--- config.mk ---
export PLATFORM = sky130hd
export DESIGN_NAME = polled_tick_catchup_timer_unit
export DESIGN_NICKNAME = d
export VERILOG_FILES = /design/src/sv/ptct_pkg.sv /design/src/sv/ptct_ctrl.sv /design/src/sv/ptct_dp.sv /design/src/sv/polled_tick_catchup_timer_unit.sv
export SDC_FILE = /design/constraint.sdc
export NUM_CORES = 1
export LEC_CHECK = 0
export ABC_AREA = 1
export BUFFER_PORTS_ARGS = -buffer_cell sky130_fd_sc_hd__clkbuf_2
export CORE_MARGIN = 1
export CORE_UTILIZATION = 56
export DETAILED_ROUTE_END_ITERATION = 6
export PLACE_DENSITY = 0.86
export SKIP_CTS_REPAIR_TIMING = 1
export SYNTH_ARGS = -nofsm -noshare
export SYNTH_HDL_FRONTEND = slang
export SYNTH_HIERARCHICAL = 1
export SYNTH_SLANG_ARGS = --single-unit
--- constraint.sdc ---
create_clock -name clk -period 7.1 [get_ports clk]
set_input_delay 1.42 -clock clk [delete_from_list [all_inputs] [get_ports clk]]
set_output_delay 1.42 -clock clk [all_outputs]
set_load 0.01 [all_outputs]
--- src/sv/ptct_pkg.sv ---
`timescale 1ns / 1ps
package ptct_pkg;

	// Field widths
	localparam int COUNT_W = 64;
	localparam int PERIOD_W = 32;
	localparam int TICK_W = 32;
	// Dividend bits: a positive difference never has its sign bit set
	localparam int DVD_W = COUNT_W - 1;
	localparam int CNT_W = $clog2(DVD_W);

	// Configuration port
	localparam int ADDR_W = 3;
	localparam int DATA_W = 32;
	localparam logic REG_PERIOD = 1'b0;
	localparam logic REG_ENABLE = 1'b1;
	localparam logic [PERIOD_W-1:0] PERIOD_RESET = 32'd1000000;

	// Function codes
	localparam logic FUNC_ARM = 1'b0;
	localparam logic FUNC_POLL = 1'b1;

	// What the current request turned out to be
	typedef enum logic [1:0] {
		K_ARM,
		K_NONE,
		K_ZERO,
		K_DIV
	} kind_t;

	typedef struct packed {
		logic func;
		logic [COUNT_W-1:0] count_sample;
	} req_t;

	typedef struct packed {
		logic [TICK_W-1:0] tick_count;
		logic tick_saturated;
		logic [COUNT_W-1:0] next_compare;
	} rsp_t;

	// Controller to datapath
	typedef struct packed {
		logic capture;
		logic eval;
		logic div_step;
		logic finish;
	} cmd_t;

	// Datapath to controller
	typedef struct packed {
		logic divide;
		logic div_last;
	} status_t;

endpackage

--- src/sv/ptct_ctrl.sv ---
`timescale 1ns / 1ps
module ptct_ctrl (
	input  logic clk,
	input  logic arst_n,
	input  logic req_valid,
	output logic req_ready,
	output logic rsp_valid,
	input  logic rsp_ready,
	input  ptct_pkg::status_t status,
	output ptct_pkg::cmd_t cmd
);
	import ptct_pkg::*;

	typedef enum logic [1:0] {
		S_IDLE,
		S_EVAL,
		S_DIV,
		S_DONE
	} state_t;

	state_t state_q;
	logic rsp_valid_q;
	logic slot_free;

	assign slot_free = !rsp_valid_q || rsp_ready;
	assign req_ready = (state_q == S_IDLE);
	assign rsp_valid = rsp_valid_q;

	// Decode commands from the current state
	always_comb begin
		cmd = '0;
		unique case (state_q)
			S_IDLE: cmd.capture = req_valid;
			S_EVAL: cmd.eval = 1'b1;
			S_DIV:  cmd.div_step = status.divide;
			S_DONE: cmd.finish = slot_free;
			default: cmd = '0;
		endcase
	end

	// Sequence one request at a time and hold the result until taken
	always_ff @(posedge clk or negedge arst_n) begin
		if (!arst_n) begin
			state_q <= S_IDLE;
			rsp_valid_q <= 1'b0;
		end else begin
			if (cmd.finish) begin
				rsp_valid_q <= 1'b1;
			end else if (rsp_ready) begin
				rsp_valid_q <= 1'b0;
			end
			unique case (state_q)
				S_IDLE: begin
					if (req_valid) state_q <= S_EVAL;
				end
				S_EVAL: state_q <= S_DIV;
				S_DIV: begin
					if (!status.divide || status.div_last) state_q <= S_DONE;
				end
				S_DONE: begin
					if (slot_free) state_q <= S_IDLE;
				end
				default: state_q <= S_IDLE;
			endcase
		end
	end

	a_one_in_flight: assert property (@(posedge clk) disable iff (!arst_n)
		req_valid && req_ready |=> !req_ready)
		else $error("request accepted while another is in flight");

	a_finish_fills_slot: assert property (@(posedge clk) disable iff (!arst_n)
		cmd.finish |=> rsp_valid)
		else $error("finished result not presented");

endmodule

--- src/sv/ptct_dp.sv ---
`timescale 1ns / 1ps
module ptct_dp (
	input  logic clk,
	input  logic arst_n,
	input  ptct_pkg::cmd_t cmd,
	output ptct_pkg::status_t status,
	input  ptct_pkg::req_t req,
	input  logic [ptct_pkg::PERIOD_W-1:0] tick_period,
	input  logic tick_enable,
	output ptct_pkg::rsp_t rsp
);
	import ptct_pkg::*;

	logic func_q;
	logic [COUNT_W-1:0] sample_q;
	logic [COUNT_W-1:0] base_q;
	logic [COUNT_W-1:0] compare_q;
	logic [DVD_W-1:0] dvd_q;
	logic [PERIOD_W-1:0] rem_q;
	logic [CNT_W-1:0] cnt_q;
	kind_t kind_q;
	rsp_t rsp_q;

	logic [COUNT_W-1:0] diff;
	logic diff_pos;
	kind_t kind_d;
	logic [PERIOD_W:0] rem_shift;
	logic rem_ge;
	logic [PERIOD_W:0] rem_sub;
	logic [COUNT_W-1:0] adv_compare;
	logic q_sat;

	// Classify the request from the wrap-aware difference
	assign diff = sample_q - compare_q;
	assign diff_pos = (diff != '0) && !diff[COUNT_W-1];

	always_comb begin
		if (func_q == FUNC_ARM) begin
			kind_d = K_ARM;
		end else if (!tick_enable || !diff_pos) begin
			kind_d = K_NONE;
		end else if (tick_period == '0) begin
			kind_d = K_ZERO;
		end else begin
			kind_d = K_DIV;
		end
	end

	// Restoring divide step: one quotient bit per cycle
	assign rem_shift = {rem_q, dvd_q[DVD_W-1]};
	assign rem_ge = rem_shift >= {1'b0, tick_period};
	assign rem_sub = rem_shift - {1'b0, tick_period};

	// compare + (q + 1) * period equals sample + period - remainder
	assign adv_compare = base_q - {{(COUNT_W-PERIOD_W){1'b0}}, rem_q};
	assign q_sat = (|dvd_q[DVD_W-1:TICK_W]) || (&dvd_q[TICK_W-1:0]);

	assign status.divide = (kind_q == K_DIV);
	assign status.div_last = (cnt_q == CNT_W'(DVD_W - 1));
	assign rsp = rsp_q;

	// Hold architectural state and control marks
	always_ff @(posedge clk or negedge arst_n) begin
		if (!arst_n) begin
			compare_q <= '0;
			kind_q <= K_NONE;
		end else begin
			if (cmd.eval) kind_q <= kind_d;
			if (cmd.finish) begin
				case (kind_q)
					K_ARM: compare_q <= base_q;
					K_DIV: compare_q <= adv_compare;
					default: compare_q <= compare_q;
				endcase
			end
		end
	end

	// Datapath registers
	always_ff @(posedge clk) begin
		if (cmd.capture) begin
			func_q <= req.func;
			sample_q <= req.count_sample;
		end
		if (cmd.eval) begin
			base_q <= sample_q + {{(COUNT_W-PERIOD_W){1'b0}}, tick_period};
			dvd_q <= diff[DVD_W-1:0];
			rem_q <= '0;
			cnt_q <= '0;
		end
		if (cmd.div_step) begin
			rem_q <= rem_ge ? rem_sub[PERIOD_W-1:0] : rem_shift[PERIOD_W-1:0];
			dvd_q <= {dvd_q[DVD_W-2:0], rem_ge};
			cnt_q <= cnt_q + CNT_W'(1);
		end
		if (cmd.finish) begin
			case (kind_q)
				K_ARM: rsp_q <= '{tick_count: '0, tick_saturated: 1'b0, next_compare: base_q};
				K_ZERO: rsp_q <= '{tick_count: '1, tick_saturated: 1'b1,
					next_compare: compare_q};
				K_DIV: rsp_q <= '{tick_count: q_sat ? '1 : dvd_q[TICK_W-1:0] + TICK_W'(1),
					tick_saturated: q_sat, next_compare: adv_compare};
				default: rsp_q <= '{tick_count: '0, tick_saturated: 1'b0,
					next_compare: compare_q};
			endcase
		end
	end

	a_rem_below_period: assert property (@(posedge clk) disable iff (!arst_n)
		cmd.div_step |-> rem_q < tick_period)
		else $error("divider remainder out of range");

	a_arm_no_ticks: assert property (@(posedge clk) disable iff (!arst_n)
		cmd.finish && kind_q == K_ARM |=> rsp.tick_count == '0 && !rsp.tick_saturated)
		else $error("arm reported ticks");

	a_sat_all_ones: assert property (@(posedge clk) disable iff (!arst_n)
		cmd.finish |=> !rsp.tick_saturated || rsp.tick_count == '1)
		else $error("saturated result without full count");

endmodule

--- src/sv/polled_tick_catchup_timer_unit.sv ---
`timescale 1ns / 1ps
// Channel   Direction  Handshake               Payload
// req       in         req_valid / req_ready   ptct_pkg::req_t (func, count_sample)
// rsp       out        rsp_valid / rsp_ready   ptct_pkg::rsp_t (tick_count, tick_saturated,
//                                              next_compare)
// apb       in         psel / penable / pready tick_period @0x0, tick_enable @0x4
//
// A poll that produces ticks with a nonzero tick_period is classified, then steps through
// the one-bit-per-cycle restoring divider, then finishes. The next request can be taken in
// the cycle after the finish. Arms, polls without ticks and polls with a zero tick_period
// skip the divide steps (the divider state is passed through once).
// Reset clears the compare value to zero, tick_period to 1000000 and tick_enable to 0.
// A stalled result sits in the output register; the next request is taken meanwhile
// and its result waits in the finish step until the register frees.
module polled_tick_catchup_timer_unit (
	input  logic clk,
	input  logic arst_n,
	input  logic req_valid,
	output logic req_ready,
	input  ptct_pkg::req_t req,
	output logic rsp_valid,
	input  logic rsp_ready,
	output ptct_pkg::rsp_t rsp,
	input  logic psel,
	input  logic penable,
	input  logic pwrite,
	input  logic [ptct_pkg::ADDR_W-1:0] paddr,
	input  logic [ptct_pkg::DATA_W-1:0] pwdata,
	output logic [ptct_pkg::DATA_W-1:0] prdata,
	output logic pready
);
	import ptct_pkg::*;

	logic [PERIOD_W-1:0] tick_period_q;
	logic tick_enable_q;
	logic reg_idx;
	cmd_t cmd;
	status_t status;

	assign pready = 1'b1;
	assign reg_idx = paddr[2];

	// Write configuration registers on the access cycle
	always_ff @(posedge clk or negedge arst_n) begin
		if (!arst_n) begin
			tick_period_q <= PERIOD_RESET;
			tick_enable_q <= 1'b0;
		end else if (psel && penable && pwrite && pready) begin
			unique case (reg_idx)
				REG_PERIOD: tick_period_q <= pwdata[PERIOD_W-1:0];
				REG_ENABLE: tick_enable_q <= pwdata[0];
				default: tick_enable_q <= tick_enable_q;
			endcase
		end
	end

	// Read back
	always_comb begin
		unique case (reg_idx)
			REG_PERIOD: prdata = DATA_W'(tick_period_q);
			REG_ENABLE: prdata = DATA_W'(tick_enable_q);
			default: prdata = '0;
		endcase
	end

	ptct_ctrl u_ctrl (
		.clk(clk),
		.arst_n(arst_n),
		.req_valid(req_valid),
		.req_ready(req_ready),
		.rsp_valid(rsp_valid),
		.rsp_ready(rsp_ready),
		.status(status),
		.cmd(cmd)
	);

	ptct_dp u_dp (
		.clk(clk),
		.arst_n(arst_n),
		.cmd(cmd),
		.status(status),
		.req(req),
		.tick_period(tick_period_q),
		.tick_enable(tick_enable_q),
		.rsp(rsp)
	);

endmodule
==> impl_metrics.ini, run 1 <==
[run_status]
status = complete, but fails checks
failed_checks = DRC

[drt]
postRouteAntennaNets = 0
dr_total_vias = 31126
totalWireLength_mm = 105
detail_route.drc_violations = 1
wl_per_cell_um = 19.8
drt_pre_antenna_iters = 7
number_of_drc_markers_in_iteration_0 = 3980
detailed_route_vias_per_instance = 5.89

[layout]
stdcell_count = 5286
finalCoreUtilization_pct = 63.4
num_antenna_cells = 0
num-nets-final = 4781
finish.instance_area_sq_um = 35200
fillCellCount = 4916
final_cell_mix = sky130_fd_sc_hd__nand2_1, sky130_fd_sc_hd__inv_1, sky130_fd_sc_hd__nor2_1, sky130_fd_sc_hd__edfxtp_1, sky130_fd_sc_hd__a21oi_1
mostFrequentLayoutCell = sky130_fd_sc_hd__nand2_1
drive_gt1_share_pct = 9.03
area_growth_syn_to_layout_pct = 11.0

[sta]
worst-slew-pin-transition_ns = 1.11
period_utilisation_layout_pct = 62.7
setup-tns-final_ns = 0
rsz_0062_raised_after_global_routing = false
timing.max_slew.rel_slack_pct = 26.3
hold_slack_ns = 0.504
final_max_slew_viol_count = 0
layout_setup_ws_ns = 2.65
upper_clock_frequency_limit_ghz = 0.225
finalHoldViolCount = 0
clock_skew_ns = 0.0491
final-setup-viol-count = 0
layout_min_cycle_time_ns = 4.45

[placement]
portBuffers = 235
detailed_place.area_sq_um = 33600
post-place-cells = 5197
dpl.hpwl_mm = 81.3
gpl.final_weighted_congestion = 1.02
placement.setup.worst_slack_ns = 2.13

[power]
worst_ir_drop_vdd_uv = 348
totalPowerFinal_mw = 16.7
power_per_cell_area_nw_per_um2 = 475
power_leakage_nw = 16.6

[worst_setup_path]
timing.critical_path.from_type = primary input
r2r.worst_path.cells = 11
reg2reg_from = u_ctrl/state_q[1]
start_point_of_the_critical_path = rsp_ready
reg2reg_slack_ns = 2.88
critical_path_arrival_ns = 4.94
critical_path.endpoint_type = register
timing.setup.critical_path_class = in2reg
max_stage_delay_ns = 0.89
critical-path-top-delay-family = buffers and inverters
critPathBufInv = 7
timing.rr.end = u_dp/compare_q[5]
crit_path_frequent_cell = sky130_fd_sc_hd__buf_4
crit_required_ns = 7.59
critical_path.slowest_cell = sky130_fd_sc_hd__clkinv_2
worst-path-max-fanout = 76
worstPathCellList = clkbuf_2, inv_1, a21oi_4, buf_4, inv_1, nor2_1, buf_4, clkinv_2, buf_4, a211oi_1, a21oi_1

[clocking]
clock_tree.htree_level_count = 2
cts.clk_slew.worst_paths_ns = 0.06
clock_latency_late_sink_ns = 0.62
tritoncts.num_buffers = 48
cts.path.max_buffers = 3
cts-root-buf = sky130_fd_sc_hd__clkbuf_16
tritoncts_num_sinks = 429
tritoncts = done

[synthesis]
synth-async-reset-ratio_pct = 23.8
synth-seq-area-share_pct = 39.0
postSynthAreaPerCell_sq_um = 7.38
post_synthesis_sequential_element_count = 429
netlist_area_sq_um = 31700
syn_inst = 4296
synth.lib_cells_used.distinct = 59
syn-num-nets = 4578
yosysWarnings = 6
yosys_most_used_dff = sky130_fd_sc_hd__edfxtp_1
synth_enable_flop_cells = 327

[global_routing]
antenna_violations_before_repair = 1
grtUsageTotal_pct = 36.3
pin_count_of_the_biggest_net_entering_global_routing = 94
global_route_wire_length_before_repair_mm = 160
globalRouteOverflowTotal = 0
first_global_vias = 28600

[die]
design.core.area_sq_um = 55500
horizontal_die_dimension_um = 240
placementRows = 86
ioPinCount = 239
die_area_sq_um = 57600
height_of_the_die_um = 240
initial_utilization_pct = 57.1

[worst_hold_path]
endpoint_worst_hold = tick_period_q[6]
hp-class = reg2reg
worst_hold_path_depth = 2
hold_start = tick_period_q[6]

[job]
drv_cap = 0
[how the worst max path moves through the flow]
stage / cells after the start / slack (ns) / endpoint
2_1_floorplan: 8 / 1.62 / u_dp/compare_q[10]
3_3_place_gp: 11 / 2.24 / u_dp/compare_q[5]
3_5_place_dp: 11 / 2.13 / u_dp/compare_q[5]
4_1_cts: 11 / 2.78 / u_dp/compare_q[5]
5_1_grt: 11 / 2.51 / u_dp/compare_q[5]
6_report: 11 / 2.65 / u_dp/compare_q[5]
[cells in the mapped netlist (all sizes together), types with 7 or more instances]
master  count  share of area (%)
nand3     200                3.2
dfrtp      94                7.4
a221oi     63                1.7
o31ai       7               0.17
nor4       42               0.88
a21o       15               0.35
a21oi     318                5.0
a22oi     100                2.4
o21ai     223                3.6
nor3       59               0.93
dfstp       8               0.66
clkbuf     74               0.88
buf        26               0.58
inv       727                8.6
a31o        7               0.19
edfxtp    327                 31
nand2    1137                 13
o21bai     14               0.33
or2        15               0.30
xor2       78                2.2
nand4      64                1.3
nor2      399                4.8
o21a       10               0.24
nand3b     18               0.47
a31oi      24               0.47
ha        171                6.7
xnor2      42                1.2
[routing by layer]
metal | GRT usage, % | vias to the layer above | part of all wire, %
li1 | - | 14703 | -
met1 | 49.5 | 14315 | 41
met2 | 56.7 | 1813 | 44
met3 | 6.75 | 295 | 11
met4 | 14.9 | 0 | 4.1
met5 | 0 | - | 0
[kinds of logic (layout without fill, tap and decap cells)]
family	Yosys count	after routing	synth area share, %
xor gates and xnor gates	120	120	3.31
other	1	1	0.0118
buffers and inverters	827	1069	10.1
AOI/OAI and AO/OA	799	799	15.0
and+or+nand+nor	1945	1945	25.6
adders and majority gates	175	175	7.00
DFF	429	429	39.0
[report_power, final]
group	internal, mW	switching [mW]
Sequential	4.14	0.838
Clock	1.52	1.09
Combinational	2.81	6.33
Total	8.47	8.25
[worst register-to-register path, stage by stage, from the launching register on]
cell,delay (ns)
sky130_fd_sc_hd__dfrtp_1,0.41
sky130_fd_sc_hd__ha_1,0.25
sky130_fd_sc_hd__inv_1,0.10
sky130_fd_sc_hd__a21oi_4,0.11
sky130_fd_sc_hd__buf_4,0.47
sky130_fd_sc_hd__inv_1,0.10
sky130_fd_sc_hd__nor2_1,0.39
sky130_fd_sc_hd__buf_4,0.36
sky130_fd_sc_hd__clkinv_2,0.90
sky130_fd_sc_hd__buf_4,0.62
sky130_fd_sc_hd__a211oi_1,0.30
sky130_fd_sc_hd__a21oi_1,0.07
[registers in the layout, indices dropped and copies added (netlist names), 2 cells and up]
register	cells
tick_period_q	32
u_ctrl/state_q	2
u_dp/base_q	64
u_dp/cnt_q	6
u_dp/compare_q	64
u_dp/dvd_q	63
u_dp/kind_q	2
u_dp/rem_q	32
u_dp/rsp	97
u_dp/sample_q	64
[cell type report]
cell class / count / area [sq um] / share of cell area (%)
clock buffer: 62 / 1370 / 3.88
clock inverter: 27 / 290 / 0.824
inverter: 727 / 2730 / 7.76
multi-input combinational: 3040 / 16200 / 46.0
sequential: 429 / 12400 / 35.2
tap: 748 / 936 / 2.66
timing repair buffer: 253 / 1310 / 3.73
(Power assumes the default switching activity.)
==> run 2: changes to the inputs <==
--- a/config.mk
+++ b/config.mk
@@ -5,12 +5,12 @@
 export SDC_FILE = /design/constraint.sdc
 export NUM_CORES = 1
 export LEC_CHECK = 0
-export ABC_AREA = 1
+export ABC_AREA = 0
 export BUFFER_PORTS_ARGS = -buffer_cell sky130_fd_sc_hd__clkbuf_2
 export CORE_MARGIN = 1
 export CORE_UTILIZATION = 56
 export DETAILED_ROUTE_END_ITERATION = 6
-export PLACE_DENSITY = 0.86
+export PLACE_DENSITY = 0.83
 export SKIP_CTS_REPAIR_TIMING = 1
 export SYNTH_ARGS = -nofsm -noshare
 export SYNTH_HDL_FRONTEND = slang
==> constraint.sdc (replaced) <==
create_clock -name clk -period 4.2 [get_ports clk]
set_input_delay 0.84 -clock clk [delete_from_list [all_inputs] [get_ports clk]]
set_output_delay 0.84 -clock clk [all_outputs]
set_load 0.01 [all_outputs]
==> run 2 against run 1 <==
Net effect:
- largest power group unchanged
- largest cell class unchanged
- global-route usage decreased by 2.2 points
- sequential power grew 73%
- wire length is 12% lower
- hold slack lost 0.17 ns
- the run still ends with DRC left
- first-iteration DRC count decreased by 17%
==> impl_metrics.ini, run 2 <==
[worst_setup_path]
max_stage_delay_ns = 0.51
worst-path-max-fanout = 7
critical-path-top-delay-family = compound AO/OA/AOI/OAI gates
critical_path.slowest_cell = sky130_fd_sc_hd__edfxtp_1
crit_path_frequent_cell = sky130_fd_sc_hd__buf_4
critical_path.endpoint_type = register
timing.critical_path.from_type = register
timing.setup.critical_path_class = reg2reg
critical_path_arrival_ns = 4.55
reg2reg_slack_ns = 0.12
crit_required_ns = 4.67
worstPathCellList = ha_1, nand2_1, o21ai_0, a22oi_1, a21boi_1, buf_4, o31ai_1, buf_4, a21oi_1, buf_4, xor2_1, buf_4, and3_1, nand4b_1, nor4_2, o21ai_1
critPathBufInv = 4

[synthesis]
synth-seq-area-share_pct = 42.4
postSynthAreaPerCell_sq_um = 9.46
yosys_most_used_dff = sky130_fd_sc_hd__edfxtp_1
yosysWarnings = 6
synth.most_common_cell = sky130_fd_sc_hd__nand2_1
synth-async-reset-ratio_pct = 23.8
synth.cells.most_frequent = sky130_fd_sc_hd__nand2_1, sky130_fd_sc_hd__edfxtp_1, sky130_fd_sc_hd__o21ai_0
top_post_synthesis_cells_by_area = sky130_fd_sc_hd__edfxtp_1, sky130_fd_sc_hd__dfrtp_1, sky130_fd_sc_hd__ha_1, sky130_fd_sc_hd__o21ai_0, sky130_fd_sc_hd__nand2_1
netlist_area_sq_um = 29200
synth.top_cell.area_share_pct = 33.6
synth_enable_flop_cells = 327
syn_inst = 3086
post_synthesis_sequential_element_count = 429
post-synth-top-area-cell = sky130_fd_sc_hd__edfxtp_1
synth.lib_cells_used.distinct = 100
syn-num-nets = 3368

[power]
power_per_cell_area_nw_per_um2 = 889
power_leakage_nw = 14.0
totalPowerFinal_mw = 30.0
worst_ir_drop_vdd_uv = 442

[clocking]
clock_latency_late_sink_ns = 0.60
tritoncts_num_sinks = 429
tritoncts.num_buffers = 48
tritoncts = done
cts.clk_slew.worst_paths_ns = 0.06
clock_tree.htree_level_count = 2
cts-root-buf = sky130_fd_sc_hd__clkbuf_16
cts.path.max_buffers = 3

[sta]
period_utilisation_layout_pct = 97.3
rsz_0062_raised_after_global_routing = false
final-setup-viol-count = 0
finalHoldViolCount = 0
hold_slack_ns = 0.330
clock_skew_ns = 0.0271
worst-slew-pin-transition_ns = 1.15
timing.max_slew.rel_slack_pct = 22.9
layout_min_cycle_time_ns = 4.08
setup-tns-final_ns = 0
upper_clock_frequency_limit_ghz = 0.245
final_max_slew_viol_count = 0

[drt]
totalWireLength_mm = 91.9
dr_total_vias = 25880
drt_pre_antenna_iters = 7
detailed_route_vias_per_instance = 6.25
number_of_drc_markers_in_iteration_0 = 3293
wl_per_cell_um = 22.2
detail_route.drc_violations = 7
postRouteAntennaNets = 0

[layout]
num-nets-final = 3706
area_growth_syn_to_layout_pct = 15.8
mostFrequentLayoutCell = sky130_fd_sc_hd__nand2_1
drive_gt1_share_pct = 17.9
fillCellCount = 4106
sequential_cell_area_sq_um = 12400
final_cell_mix = sky130_fd_sc_hd__nand2_1, sky130_fd_sc_hd__edfxtp_1, sky130_fd_sc_hd__o21ai_0, sky130_fd_sc_hd__clkbuf_2, sky130_fd_sc_hd__a21oi_1
largest_register_ffs = 97
finalCoreUtilization_pct = 65.7
finish.instance_area_sq_um = 33800
area_of_the_multi_input_gates_sq_um = 15600

[global_routing]
global_route_wire_length_before_repair_mm = 139
antenna_violations_before_repair = 3
grtUsageTotal_pct = 34.1
first_global_vias = 23588
globalRouteOverflowTotal = 0
pin_count_of_the_biggest_net_entering_global_routing = 68

[run_status]
failed_checks = DRC
status = complete, but fails checks

[worst_hold_path]
hp-class = in2async

[placement]
portBuffers = 235
detailed_place.area_sq_um = 32100
gpl.final_weighted_congestion = 1.06
dpl.hpwl_mm = 71.7

[die]
die_area_sq_um = 53000
height_of_the_die_um = 230
design.core.area_sq_um = 51400
ioPinCount = 239
initial_utilization_pct = 56.8
horizontal_die_dimension_um = 230
placementRows = 83

[job]
drv_cap = 0
-- run 2: changes by cell type in the layout (fill, tap and decap cells not counted), moves of 51 or more --
| cell | before | now |
|---|---|---|
| sky130_fd_sc_hd__nor2_1 | 395 | 195 |
| sky130_fd_sc_hd__xnor2_1 | 42 | 117 |
| sky130_fd_sc_hd__buf_4 | 19 | 177 |
| sky130_fd_sc_hd__a21oi_1 | 315 | 202 |
| sky130_fd_sc_hd__nand2_1 | 1132 | 340 |
| sky130_fd_sc_hd__a22oi_1 | 100 | 26 |
| sky130_fd_sc_hd__o21ai_0 | 211 | 264 |
| sky130_fd_sc_hd__a21o_1 | 15 | 85 |
| sky130_fd_sc_hd__inv_1 | 718 | 193 |
| sky130_fd_sc_hd__a221oi_1 | 63 | 2 |
| sky130_fd_sc_hd__nand3_1 | 195 | 80 |
| sky130_fd_sc_hd__nor2b_1 | 0 | 51 |
-- run 2: path summary, 6_finish.rpt --
check,startpoint,end,depth (start not counted)
max in group asynchronous,arst_n,tick_period_q[9],2
setup reg to reg,u_dp/sample_q[13],u_dp/kind_q[1],16
min in group clk,req[24],u_dp/sample_q[24],1
hold reg to reg,u_dp/compare_q[1],u_dp/compare_q[1],2
setup / recovery,u_dp/sample_q[13],u_dp/kind_q[1],16
hold / removal,arst_n,u_dp/compare_q[58],1
-- run 2: metrics by stage --
| stage | setup slack (ns) | instances |
|---|---|---|
| floorplan | 0.128 | 3086 |
| global placement | 0.0409 | 4053 |
| detailed placement | -0.0125 | 4053 |
| CTS | -0.0277 | 4142 |
| global route | 0.00598 | 4143 |
| finish | 0.115 | 4144 |
-- run 2: final cells by class --
class	instances	share of cell area [%]
Antenna cell	1	0.00740
Clock buffer	59	3.83
Tap cell	680	2.52
Timing Repair Buffer	417	7.75
Sequential cell	429	36.6
Clock inverter	30	0.770
Multi-Input combinational cell	2331	46.3
Inverter	197	2.19
-- run 2: per-layer routing --
layer	up-vias	wire, um	track usage [%]
met2	1436	38000	48.9
met4	4	2670	9.35
met1	12264	40300	51.5
met3	186	10900	7.44
met5	-	26	0
li1	11990	-	-
-- run 2: logic make-up after synthesis --
family,count (synthesis),share of synthesized area [%]
AO/OA/AOI/OAI,856,18.5
other,1,0.0128
multiplexers,89,3.64
adder cells (fa/ha/maj),175,7.60
flip-flops,429,42.4
XOR/XNOR,222,6.66
AND/OR/NAND/NOR,988,16.7
buffers and inverters,326,4.50
-- run 2: report_power, final --
part | internal (mW) | switching [mW]
clock network | 2.38 | 1.78
registers | 7.11 | 1.51
logic | 6.77 | 10.5
